==> config.mk <==
export PLATFORM = sky130hd
export DESIGN_NAME = usb_rx_aggregate_deframer
export DESIGN_NICKNAME = d
export VERILOG_FILES = /design/src/hw/rtl/urad_pkg.sv /design/src/hw/rtl/usb_rx_aggregate_deframer.sv /design/src/hw/rtl/urad_parser.sv /design/src/hw/rtl/urad_out_reg.sv
export SDC_FILE = /design/constraint.sdc
export NUM_CORES = 1
export LEC_CHECK = 0
export BUFFER_PORTS_ARGS = -buffer_cell sky130_fd_sc_hd__buf_2
export CAP_MARGIN = 25
export CORE_ASPECT_RATIO = 0.7
export CORE_MARGIN = 1
export CORE_UTILIZATION = 40
export DETAILED_ROUTE_END_ITERATION = 6
export PLACE_DENSITY = 0.63
export SKIP_CTS_REPAIR_TIMING = 1
export SLEW_MARGIN = 10
export SYNTH_ARGS = -nofsm -noshare
export SYNTH_HDL_FRONTEND = slang
export SYNTH_SLANG_ARGS = --single-unit
==> constraint.sdc <==
create_clock -name clk -period 8.8 [get_ports clk]
set_input_delay 0 -clock clk [delete_from_list [all_inputs] [get_ports clk]]
set_output_delay 0 -clock clk [all_outputs]
set_load 0.01 [all_outputs]
==> src/hw/rtl/urad_pkg.sv <==
// ----------------------------------------------------------------------------
// urad_pkg
// Shared types and constants of the aggregated receive-transfer deframer.
// ----------------------------------------------------------------------------
package urad_pkg;

	// Segment framing
	localparam int HEADER_BYTES       = 4;
	localparam int TRAILER_BYTES      = 4;
	localparam int MIN_SEGMENT_BYTES  = 36;
	localparam int MAX_TRANSFER_BYTES = 16384;
	localparam logic [1:0] LEN_ALIGN_MASK = 2'h3;

	// Field widths
	localparam int BYTE_W   = 8;
	localparam int XLEN_W   = 15;
	localparam int PLEN_W   = 16;
	localparam int COUNT_W  = 16;
	localparam int WORD_W   = 32;
	localparam int SEGIDX_W = 12;
	localparam int STATUS_W = 3;

	// Packed stream widths
	localparam int S_TDATA_W = 24;
	localparam int S_TUSER_W = 1;
	localparam int M_TDATA_W = 56;
	localparam int M_TUSER_W = 2;

	localparam logic [SEGIDX_W-1:0] SEGIDX_MAX = '1;

	typedef enum logic [2:0] {
		PH_IDLE,
		PH_HEADER,
		PH_PAYLOAD,
		PH_TRAILER,
		PH_DROP
	} phase_t;

	typedef enum logic [STATUS_W-1:0] {
		STOP_NONE,
		STOP_TOO_SHORT,
		STOP_ZERO_LEN,
		STOP_OVERRUN,
		STOP_MISALIGNED
	} stop_t;

	typedef struct packed {
		logic [BYTE_W-1:0]   payload_byte;
		logic                payload_valid;
		logic                segment_done;
		logic [WORD_W-1:0]   trailer_word;
		logic [SEGIDX_W-1:0] segment_index;
		stop_t               stop_status;
	} result_t;

	typedef struct packed {
		logic [BYTE_W-1:0] data_byte;
		logic              start_of_transfer;
		logic [XLEN_W-1:0] transfer_len;
	} item_t;

endpackage

==> src/hw/rtl/usb_rx_aggregate_deframer.sv <==
// ----------------------------------------------------------------------------
// usb_rx_aggregate_deframer
// Splits a received bulk transfer into aggregated segments, one byte an item.
// ----------------------------------------------------------------------------
// Usage:
//   Slave stream: one transfer byte per item. tuser marks the first byte of
//   a transfer, which also carries the transfer length in tdata.
//   Master stream: one item per payload byte, one per finished trailer
//   (trailer word, segment index, any stop status), and one when parsing
//   stops otherwise; bytes that produce none of these give no item.
//   cfg_we/cfg_wdata write the enable bit; write it only while idle.
// Data path:
//   An accepted item waits in the input register; one pass of next-state
//   logic advances the parse state once per byte and loads any result into
//   the result register, shown on the master side from then on. One item is
//   taken every cycle unless back-pressure holds the input register.
// Reset:
//   arst_n clears the enable bit, the parse state (idle) and both valid flags.
// Back-pressure:
//   When m_tready is low with a result held, the input register holds its
//   byte and s_tready drops; no item is lost or repeated.
// ----------------------------------------------------------------------------
module usb_rx_aggregate_deframer (
	input  logic                           clk,
	input  logic                           arst_n,
	// config
	input  logic                           cfg_we,
	input  logic                           cfg_wdata,
	// slave stream
	input  logic                           s_tvalid,
	output logic                           s_tready,
	// [7:0] data_byte, [22:8] transfer_len, [23] zero
	input  logic [urad_pkg::S_TDATA_W-1:0] s_tdata,
	// [0] start_of_transfer
	input  logic [urad_pkg::S_TUSER_W-1:0] s_tuser,
	// master stream
	output logic                           m_tvalid,
	input  logic                           m_tready,
	// [7:0] payload_byte, [39:8] trailer_word, [51:40] segment_index,
	// [54:52] stop_status, [55] zero
	output logic [urad_pkg::M_TDATA_W-1:0] m_tdata,
	// [0] payload_valid, [1] segment_done
	output logic [urad_pkg::M_TUSER_W-1:0] m_tuser
);
	import urad_pkg::*;

	logic    enable_q;
	logic    valid_s1;
	item_t   item_s1;
	logic    out_free;
	logic    fire;
	logic    has_result;
	result_t result;

	// hold the enable bit; only sampled on the first byte of a transfer
	always_ff @(posedge clk or negedge arst_n) begin
		if (!arst_n) begin
			enable_q <= 1'b0;
		end else if (cfg_we) begin
			enable_q <= cfg_wdata;
		end
	end

	// input register: advance whenever the held byte is being consumed
	assign fire     = valid_s1 && out_free;
	assign s_tready = !valid_s1 || out_free;

	always_ff @(posedge clk or negedge arst_n) begin
		if (!arst_n) begin
			valid_s1 <= 1'b0;
		end else if (s_tready) begin
			valid_s1 <= s_tvalid;
		end
	end

	always_ff @(posedge clk) begin
		if (s_tvalid && s_tready) begin
			item_s1.data_byte         <= s_tdata[BYTE_W-1:0];
			item_s1.transfer_len      <= s_tdata[BYTE_W+XLEN_W-1:BYTE_W];
			item_s1.start_of_transfer <= s_tuser[0];
		end
	end

	urad_parser u_parser (
		.clk        (clk),
		.arst_n     (arst_n),
		.enable     (enable_q),
		.fire       (fire),
		.item       (item_s1),
		.result     (result),
		.has_result (has_result)
	);

	// drop bytes that produce no result; register the rest
	urad_out_reg u_out (
		.clk      (clk),
		.arst_n   (arst_n),
		.load     (fire && has_result),
		.result   (result),
		.free     (out_free),
		.m_tvalid (m_tvalid),
		.m_tready (m_tready),
		.m_tdata  (m_tdata),
		.m_tuser  (m_tuser)
	);

endmodule

==> src/hw/rtl/urad_parser.sv <==
// ----------------------------------------------------------------------------
// urad_parser
// Segment parse state and the per-byte next-state and result logic.
// ----------------------------------------------------------------------------
module urad_parser (
	input  logic             clk,
	input  logic             arst_n,
	input  logic             enable,
	input  logic             fire,
	input  urad_pkg::item_t  item,
	output urad_pkg::result_t result,
	output logic             has_result
);
	import urad_pkg::*;

	phase_t              phase_q, phase_n;
	logic [COUNT_W-1:0]  count_q, count_n;
	logic [XLEN_W-1:0]   remaining_q, remaining_n;
	logic [PLEN_W-1:0]   plen_q, plen_n;
	logic [BYTE_W-1:0]   len_low_q, len_low_n;
	logic [WORD_W-1:0]   trailer_q, trailer_n;
	logic [SEGIDX_W-1:0] seen_q, seen_n;

	logic [XLEN_W-1:0]   tl_clamped;
	logic [XLEN_W-1:0]   rem_dec;
	logic [COUNT_W:0]    count_inc;
	logic [PLEN_W-1:0]   plen_new;
	logic [XLEN_W+1:0]   seg_left;
	logic [PLEN_W:0]     seg_need;
	logic [WORD_W-1:0]   trailer_upd;

	always_ff @(posedge clk or negedge arst_n) begin
		if (!arst_n) begin
			phase_q     <= PH_IDLE;
			count_q     <= '0;
			remaining_q <= '0;
			plen_q      <= '0;
			len_low_q   <= '0;
			trailer_q   <= '0;
			seen_q      <= '0;
		end else if (fire) begin
			phase_q     <= phase_n;
			count_q     <= count_n;
			remaining_q <= remaining_n;
			plen_q      <= plen_n;
			len_low_q   <= len_low_n;
			trailer_q   <= trailer_n;
			seen_q      <= seen_n;
		end
	end

	always_comb begin
		if ({2'b00, item.transfer_len} > (XLEN_W+2)'(MAX_TRANSFER_BYTES)) begin
			tl_clamped = XLEN_W'(MAX_TRANSFER_BYTES);
		end else begin
			tl_clamped = item.transfer_len;
		end
	end

	always_comb begin
		phase_n     = phase_q;
		count_n     = count_q;
		remaining_n = remaining_q;
		plen_n      = plen_q;
		len_low_n   = len_low_q;
		trailer_n   = trailer_q;
		seen_n      = seen_q;
		result      = '0;
		has_result  = 1'b0;
		rem_dec     = '0;
		count_inc   = '0;
		plen_new    = '0;
		seg_left    = '0;
		seg_need    = '0;
		trailer_upd = '0;

		// a new transfer restarts everything
		if (item.start_of_transfer) begin
			remaining_n = tl_clamped;
			seen_n      = '0;
			count_n     = '0;
			trailer_n   = '0;
			plen_n      = '0;
			len_low_n   = '0;
			if (!enable) begin
				phase_n = PH_DROP;
			end else if ({2'b00, tl_clamped} < (XLEN_W+2)'(MIN_SEGMENT_BYTES)) begin
				phase_n            = PH_DROP;
				result.stop_status = STOP_TOO_SHORT;
				has_result         = 1'b1;
			end else begin
				phase_n = PH_HEADER;
			end
		end

		if (!has_result && (phase_n == PH_HEADER || phase_n == PH_PAYLOAD ||
				phase_n == PH_TRAILER)) begin
			rem_dec     = (remaining_n != '0) ? remaining_n - XLEN_W'(1) : remaining_n;
			count_inc   = {1'b0, count_n} + (COUNT_W+1)'(1);
			plen_new    = {item.data_byte, len_low_n};
			seg_left    = {2'b00, remaining_n} + (XLEN_W+2)'(1);
			seg_need    = {1'b0, plen_new} + (PLEN_W+1)'(HEADER_BYTES + TRAILER_BYTES);
			trailer_upd = trailer_n;
			remaining_n = rem_dec;

			case (phase_n)
				PH_HEADER: begin
					if (count_n == COUNT_W'(0)) begin
						len_low_n = item.data_byte;
					end else if (count_n == COUNT_W'(1)) begin
						plen_n = plen_new;
						if (plen_new == '0) begin
							result.stop_status = STOP_ZERO_LEN;
							has_result         = 1'b1;
						end else if (seg_need > seg_left) begin
							result.stop_status = STOP_OVERRUN;
							has_result         = 1'b1;
						end else if ((plen_new[1:0] & LEN_ALIGN_MASK) != 2'b00) begin
							result.stop_status = STOP_MISALIGNED;
							has_result         = 1'b1;
						end
					end
					if (has_result) begin
						phase_n = PH_DROP;
					end else if (count_inc >= (COUNT_W+1)'(HEADER_BYTES)) begin
						phase_n = PH_PAYLOAD;
						count_n = '0;
					end else begin
						count_n = count_inc[COUNT_W-1:0];
					end
				end
				PH_PAYLOAD: begin
					result.payload_byte  = item.data_byte;
					result.payload_valid = 1'b1;
					has_result           = 1'b1;
					if (count_inc >= {1'b0, plen_n}) begin
						phase_n   = PH_TRAILER;
						count_n   = '0;
						trailer_n = '0;
					end else begin
						count_n = count_inc[COUNT_W-1:0];
					end
				end
				PH_TRAILER: begin
					// little-endian assembly of the info word
					case (count_n[1:0])
						2'd0:    trailer_upd[7:0]   = trailer_n[7:0]   | item.data_byte;
						2'd1:    trailer_upd[15:8]  = trailer_n[15:8]  | item.data_byte;
						2'd2:    trailer_upd[23:16] = trailer_n[23:16] | item.data_byte;
						default: trailer_upd[31:24] = trailer_n[31:24] | item.data_byte;
					endcase
					trailer_n = trailer_upd;
					if (count_inc >= (COUNT_W+1)'(TRAILER_BYTES)) begin
						result.segment_done  = 1'b1;
						result.trailer_word  = trailer_upd;
						result.segment_index = seen_n;
						has_result           = 1'b1;
						if (seen_n != SEGIDX_MAX) begin
							seen_n = seen_n + SEGIDX_W'(1);
						end
						count_n = '0;
						if ({2'b00, rem_dec} < (XLEN_W+2)'(MIN_SEGMENT_BYTES)) begin
							result.stop_status = STOP_TOO_SHORT;
							phase_n            = PH_DROP;
						end else begin
							phase_n = PH_HEADER;
						end
					end else begin
						count_n = count_inc[COUNT_W-1:0];
					end
				end
				default: begin
				end
			endcase
		end
	end

endmodule

==> src/hw/rtl/urad_out_reg.sv <==
// ----------------------------------------------------------------------------
// urad_out_reg
// Result register feeding the master stream; frees itself as it is taken.
// ----------------------------------------------------------------------------
module urad_out_reg (
	input  logic                              clk,
	input  logic                              arst_n,
	input  logic                              load,
	input  urad_pkg::result_t                 result,
	output logic                              free,
	output logic                              m_tvalid,
	input  logic                              m_tready,
	output logic [urad_pkg::M_TDATA_W-1:0]    m_tdata,
	output logic [urad_pkg::M_TUSER_W-1:0]    m_tuser
);
	import urad_pkg::*;

	logic    valid_q;
	result_t res_q;

	assign free = !valid_q || m_tready;

	always_ff @(posedge clk or negedge arst_n) begin
		if (!arst_n) begin
			valid_q <= 1'b0;
		end else if (free) begin
			valid_q <= load;
		end
	end

	always_ff @(posedge clk) begin
		if (free && load) begin
			res_q <= result;
		end
	end

	assign m_tvalid = valid_q;
	assign m_tdata  = {1'b0, res_q.stop_status, res_q.segment_index,
		res_q.trailer_word, res_q.payload_byte};
	assign m_tuser  = {res_q.segment_done, res_q.payload_valid};

endmodule

==> impl_metrics.json <==
{
  "numCtsBuffers": 17,
  "grt_busiest_layer": "met1",
  "cp_num_buf_inv": 4,
  "syn_nets": 1109,
  "core_region_area_um2": 25900,
  "finalSetupViolations": 0,
  "crit_fanout": 65,
  "slew-limit-headroom_pct": 45.1,
  "synthesis_to_layout_area_growth_pct": 14.8,
  "synth_top_cell_area_share_pct": 24.7,
  "cp.required_ns": 8.93,
  "horizontal_die_dimension_um": 197,
  "cts_tree": "yes",
  "vdd_ir_drop_max_mv": 0.156,
  "drtPass1Iterations": 5,
  "critPathCapture": "u_out.m_tdata[2]",
  "path_length_in_cells_of_the_critical_path": 17,
  "synth_top_cells_by_area": "dfrtp_1, edfxtp_1, ha_1, a22o_1, nand2_1",
  "die_y_um": 138,
  "worst_pin_slew_ns": 0.819,
  "min_path_type": "primary input to async pin",
  "drc": 0,
  "gp_congestion": 0.897,
  "leakagePower_nw": 4.97,
  "reg2reg_to": "u_out.m_tdata[2]",
  "worst_path_dominant_cell_family": "buffers and inverters",
  "crit_path_cell_trace": "buf_4 > inv_2 > buf_4 > a22oi_2 > nor3_1 > nand2_1 > xnor2_1 > nand2_1 > ha_1 > nand2_1 > nor4_1 > a2111oi_2 > o21ai_1 > o31ai_2 > a31o_2 > a21oi_4 > buf_4",
  "die_area_um2": 27300,
  "clk_root_buffer_cell": "clkbuf_16",
  "grt_use_total_pct": 21.1,
  "worstSetupPathType": "flop to flop",
  "yosys.cell_types.count": 88,
  "sinks_on_the_clock_net": 186,
  "power.density_cell_area_nw_per_um2": 206,
  "crit_start": "item_s1[15]",
  "yosys.area.top_type": "dfrtp_1",
  "reg2reg_from": "item_s1[15]",
  "synthCells": 1037,
  "ys_seq_area_share_pct": 47.6,
  "dp_hpwl_um": 19100,
  "synthesis.area_per_instance_um2": 10.3,
  "critPathCaptureType": "flop",
  "via_count": 8564,
  "post_route_wl_um": 28000,
  "drt_iter0_markers": 837,
  "num-nets-final": 1192,
  "grt_remaining_overflow": 0,
  "detail_route.vias_per_cell": 5.75,
  "drv.max_cap_violation_count": 0,
  "rsz0062_at_grt": "no",
  "timing.final.crit_period_ns": 5.63,
  "grt_use_met1_pct": 32.2,
  "start_util_pct": 41.1,
  "grt_pass1_wl_um": 44800,
  "worstSkewPairLatency_ns": 0.46,
  "final.period_utilization_pct": 64.0,
  "final_design_area_no_fill_um2": 12200,
  "grt_antenna_before_repair": 0,
  "netlist_area_um2": 10600,
  "layout_cell_share_with_drive_strength_beyond_1_pct": 15.8,
  "critPathLaunchType": "flop",
  "cts.path.max_buffers": 2,
  "slew_viol_final": 0,
  "postPlaceCellArea_um2": 11300,
  "htree_num_levels": 4,
  "globalRouteMet2Util_pct": 30.4,
  "synth_async_sr_flop_share_pct": 56.5,
  "synth.ff_latch_count": 186,
  "first_global_vias": 8083,
  "detailed_route_wire_length_per_cell_um": 18.8,
  "core.rowCount": 49,
  "portBuffers": 88,
  "critical_path.slowest_cell": "buf_4",
  "worst-endpoint-arrival_ns": 5.76,
  "tns_ns": 0,
  "critPathMaxStageDelay_ns": 0.64,
  "floorplan.io_pins": 91,
  "final_antenna_net_count": 0,
  "achievable-frequency_mhz": 178,
  "finalHoldViolCount": 0,
  "finalClockSkew_ns": 0.0128,
  "fill_cells": 2456,
  "synth_enable_flop_cells": 81,
  "antennaDiodeCount": 0,
  "cts.clk_slew.worst_paths_ns": 0.07,
  "status": "complete, no violations",
  "ys_warn_count": 0,
  "grt_max_degree": 66,
  "rrSetupSlack_ns": 3.17,
  "grt_util_met3_pct": 4.20,
  "reg2regPathDepth": 17,
  "postSynth.topFlopCell": "dfrtp_1"
}
## Yosys cell counts (all sizes together), types with 18 or more instances
| master | instances |
|---|---|
| a21oi | 30 |
| a22o | 48 |
| a22oi | 45 |
| and2 | 20 |
| and3 | 19 |
| buf | 30 |
| clkbuf | 36 |
| dfrtp | 105 |
| edfxtp | 81 |
| ha | 41 |
| inv | 18 |
| nand2 | 101 |
| nand3 | 30 |
| nand4 | 20 |
| nor2 | 97 |
| nor2b | 19 |
| nor3 | 21 |
| nor4 | 19 |
| o21ai | 48 |
| xnor2 | 25 |
| xor2 | 18 |
## logic make-up (layout without fill, tap and decap cells)
logic type | count (synthesis) | count (layout) | synth area share, %
and+or+nand+nor | 396 | 396 | 19.1
AOI/OAI and AO/OA | 261 | 261 | 18.4
DFF | 186 | 186 | 47.6
buffers and inverters | 84 | 180 | 3.86
xor gates and xnor gates | 43 | 43 | 3.54
adders and majority gates | 41 | 41 | 4.82
muxes | 25 | 25 | 2.68
other | 1 | 1 | 0.0352
## worst min path at each step
stage | depth (start not counted) | slack (ns) | endpoint | startpoint
finish | 2 | 0.09 | u_parser.trailer_q[11] | arst_n
global route | 2 | 0.16 | u_parser.trailer_q[13] | arst_n
CTS | 1 | -0.42 | u_parser.trailer_q[13] | arst_n
detailed placement | 1 | 0.06 | u_parser.trailer_q[11] | arst_n
global placement | 1 | 0.06 | u_parser.trailer_q[11] | arst_n
floorplan | 0 | -0.30 | enable_q | arst_n
## placed cells by master (no fill, tap or decap), types with 16 or more instances in the layout
cell	instances
a21oi_1	27
a22o_1	48
a22oi_1	43
and2_1	20
and3_1	19
buf_2	87
clkbuf_16	17
dfrtp_1	105
dlygate4sd3_1	29
edfxtp_1	81
ha_1	41
inv_1	16
nand2_1	100
nand3_1	30
nand4_1	20
nor2_1	96
nor2b_1	18
nor3_1	21
nor4_1	16
o21ai_0	44
xnor2_1	25
xor2_1	18
## stage by stage
step / setup slack (ns) / hold slack, ns / power (mW) / instances / utilization [%]
global placement: 2.65 / 0.0602 / 1.70 / 1426 / 43.6
CTS: 3.14 / -0.419 / 2.50 / 1460 / 46.0
finish: 3.17 / 0.0918 / 2.51 / 1490 / 47.2
floorplan: 1.67 / -0.296 / 1.53 / 1037 / -
detailed placement: 3.17 / 0.0595 / 1.72 / 1428 / 43.7
global route: 2.63 / 0.156 / 2.63 / 1490 / 47.2
## registers in the layout (all words and copies together), names as in the netlist, 2 cells and up
| register | count |
|---|---|
| u_out.m_tdata | 55 |
| u_parser.trailer_q | 32 |
| item_s1 | 24 |
| u_parser.count_q | 16 |
| u_parser.plen_q | 16 |
| u_parser.remaining_q | 15 |
| u_parser.seen_q | 12 |
| u_parser.len_low_q | 8 |
| u_parser.phase_q | 3 |
| u_out.m_tuser | 2 |
## layout make-up
type | instances | area, um2 | share of cell area (%)
well taps | 357 | 447 | 3.66
inverters | 18 | 67.6 | 0.553
clock buffers | 19 | 443 | 3.63
flip-flops and latches | 186 | 5060 | 41.4
repair buffers | 130 | 871 | 7.13
clock inverters | 13 | 139 | 1.14
multi-input cells | 767 | 5180 | 42.5
## metal layers
layer	vias to the layer above	wire, um
met5	-	0
met1	4200	14000
li1	4041	-
met4	0	303
met2	299	11900
met3	24	1860
## power by group
group | total [mW] | switching (mW) | internal, mW
Combinational | 0.621 | 0.373 | 0.248
Sequential | 1.10 | 0.102 | 1.00
Clock | 0.788 | 0.359 | 0.428
(Power assumes the default switching activity.)
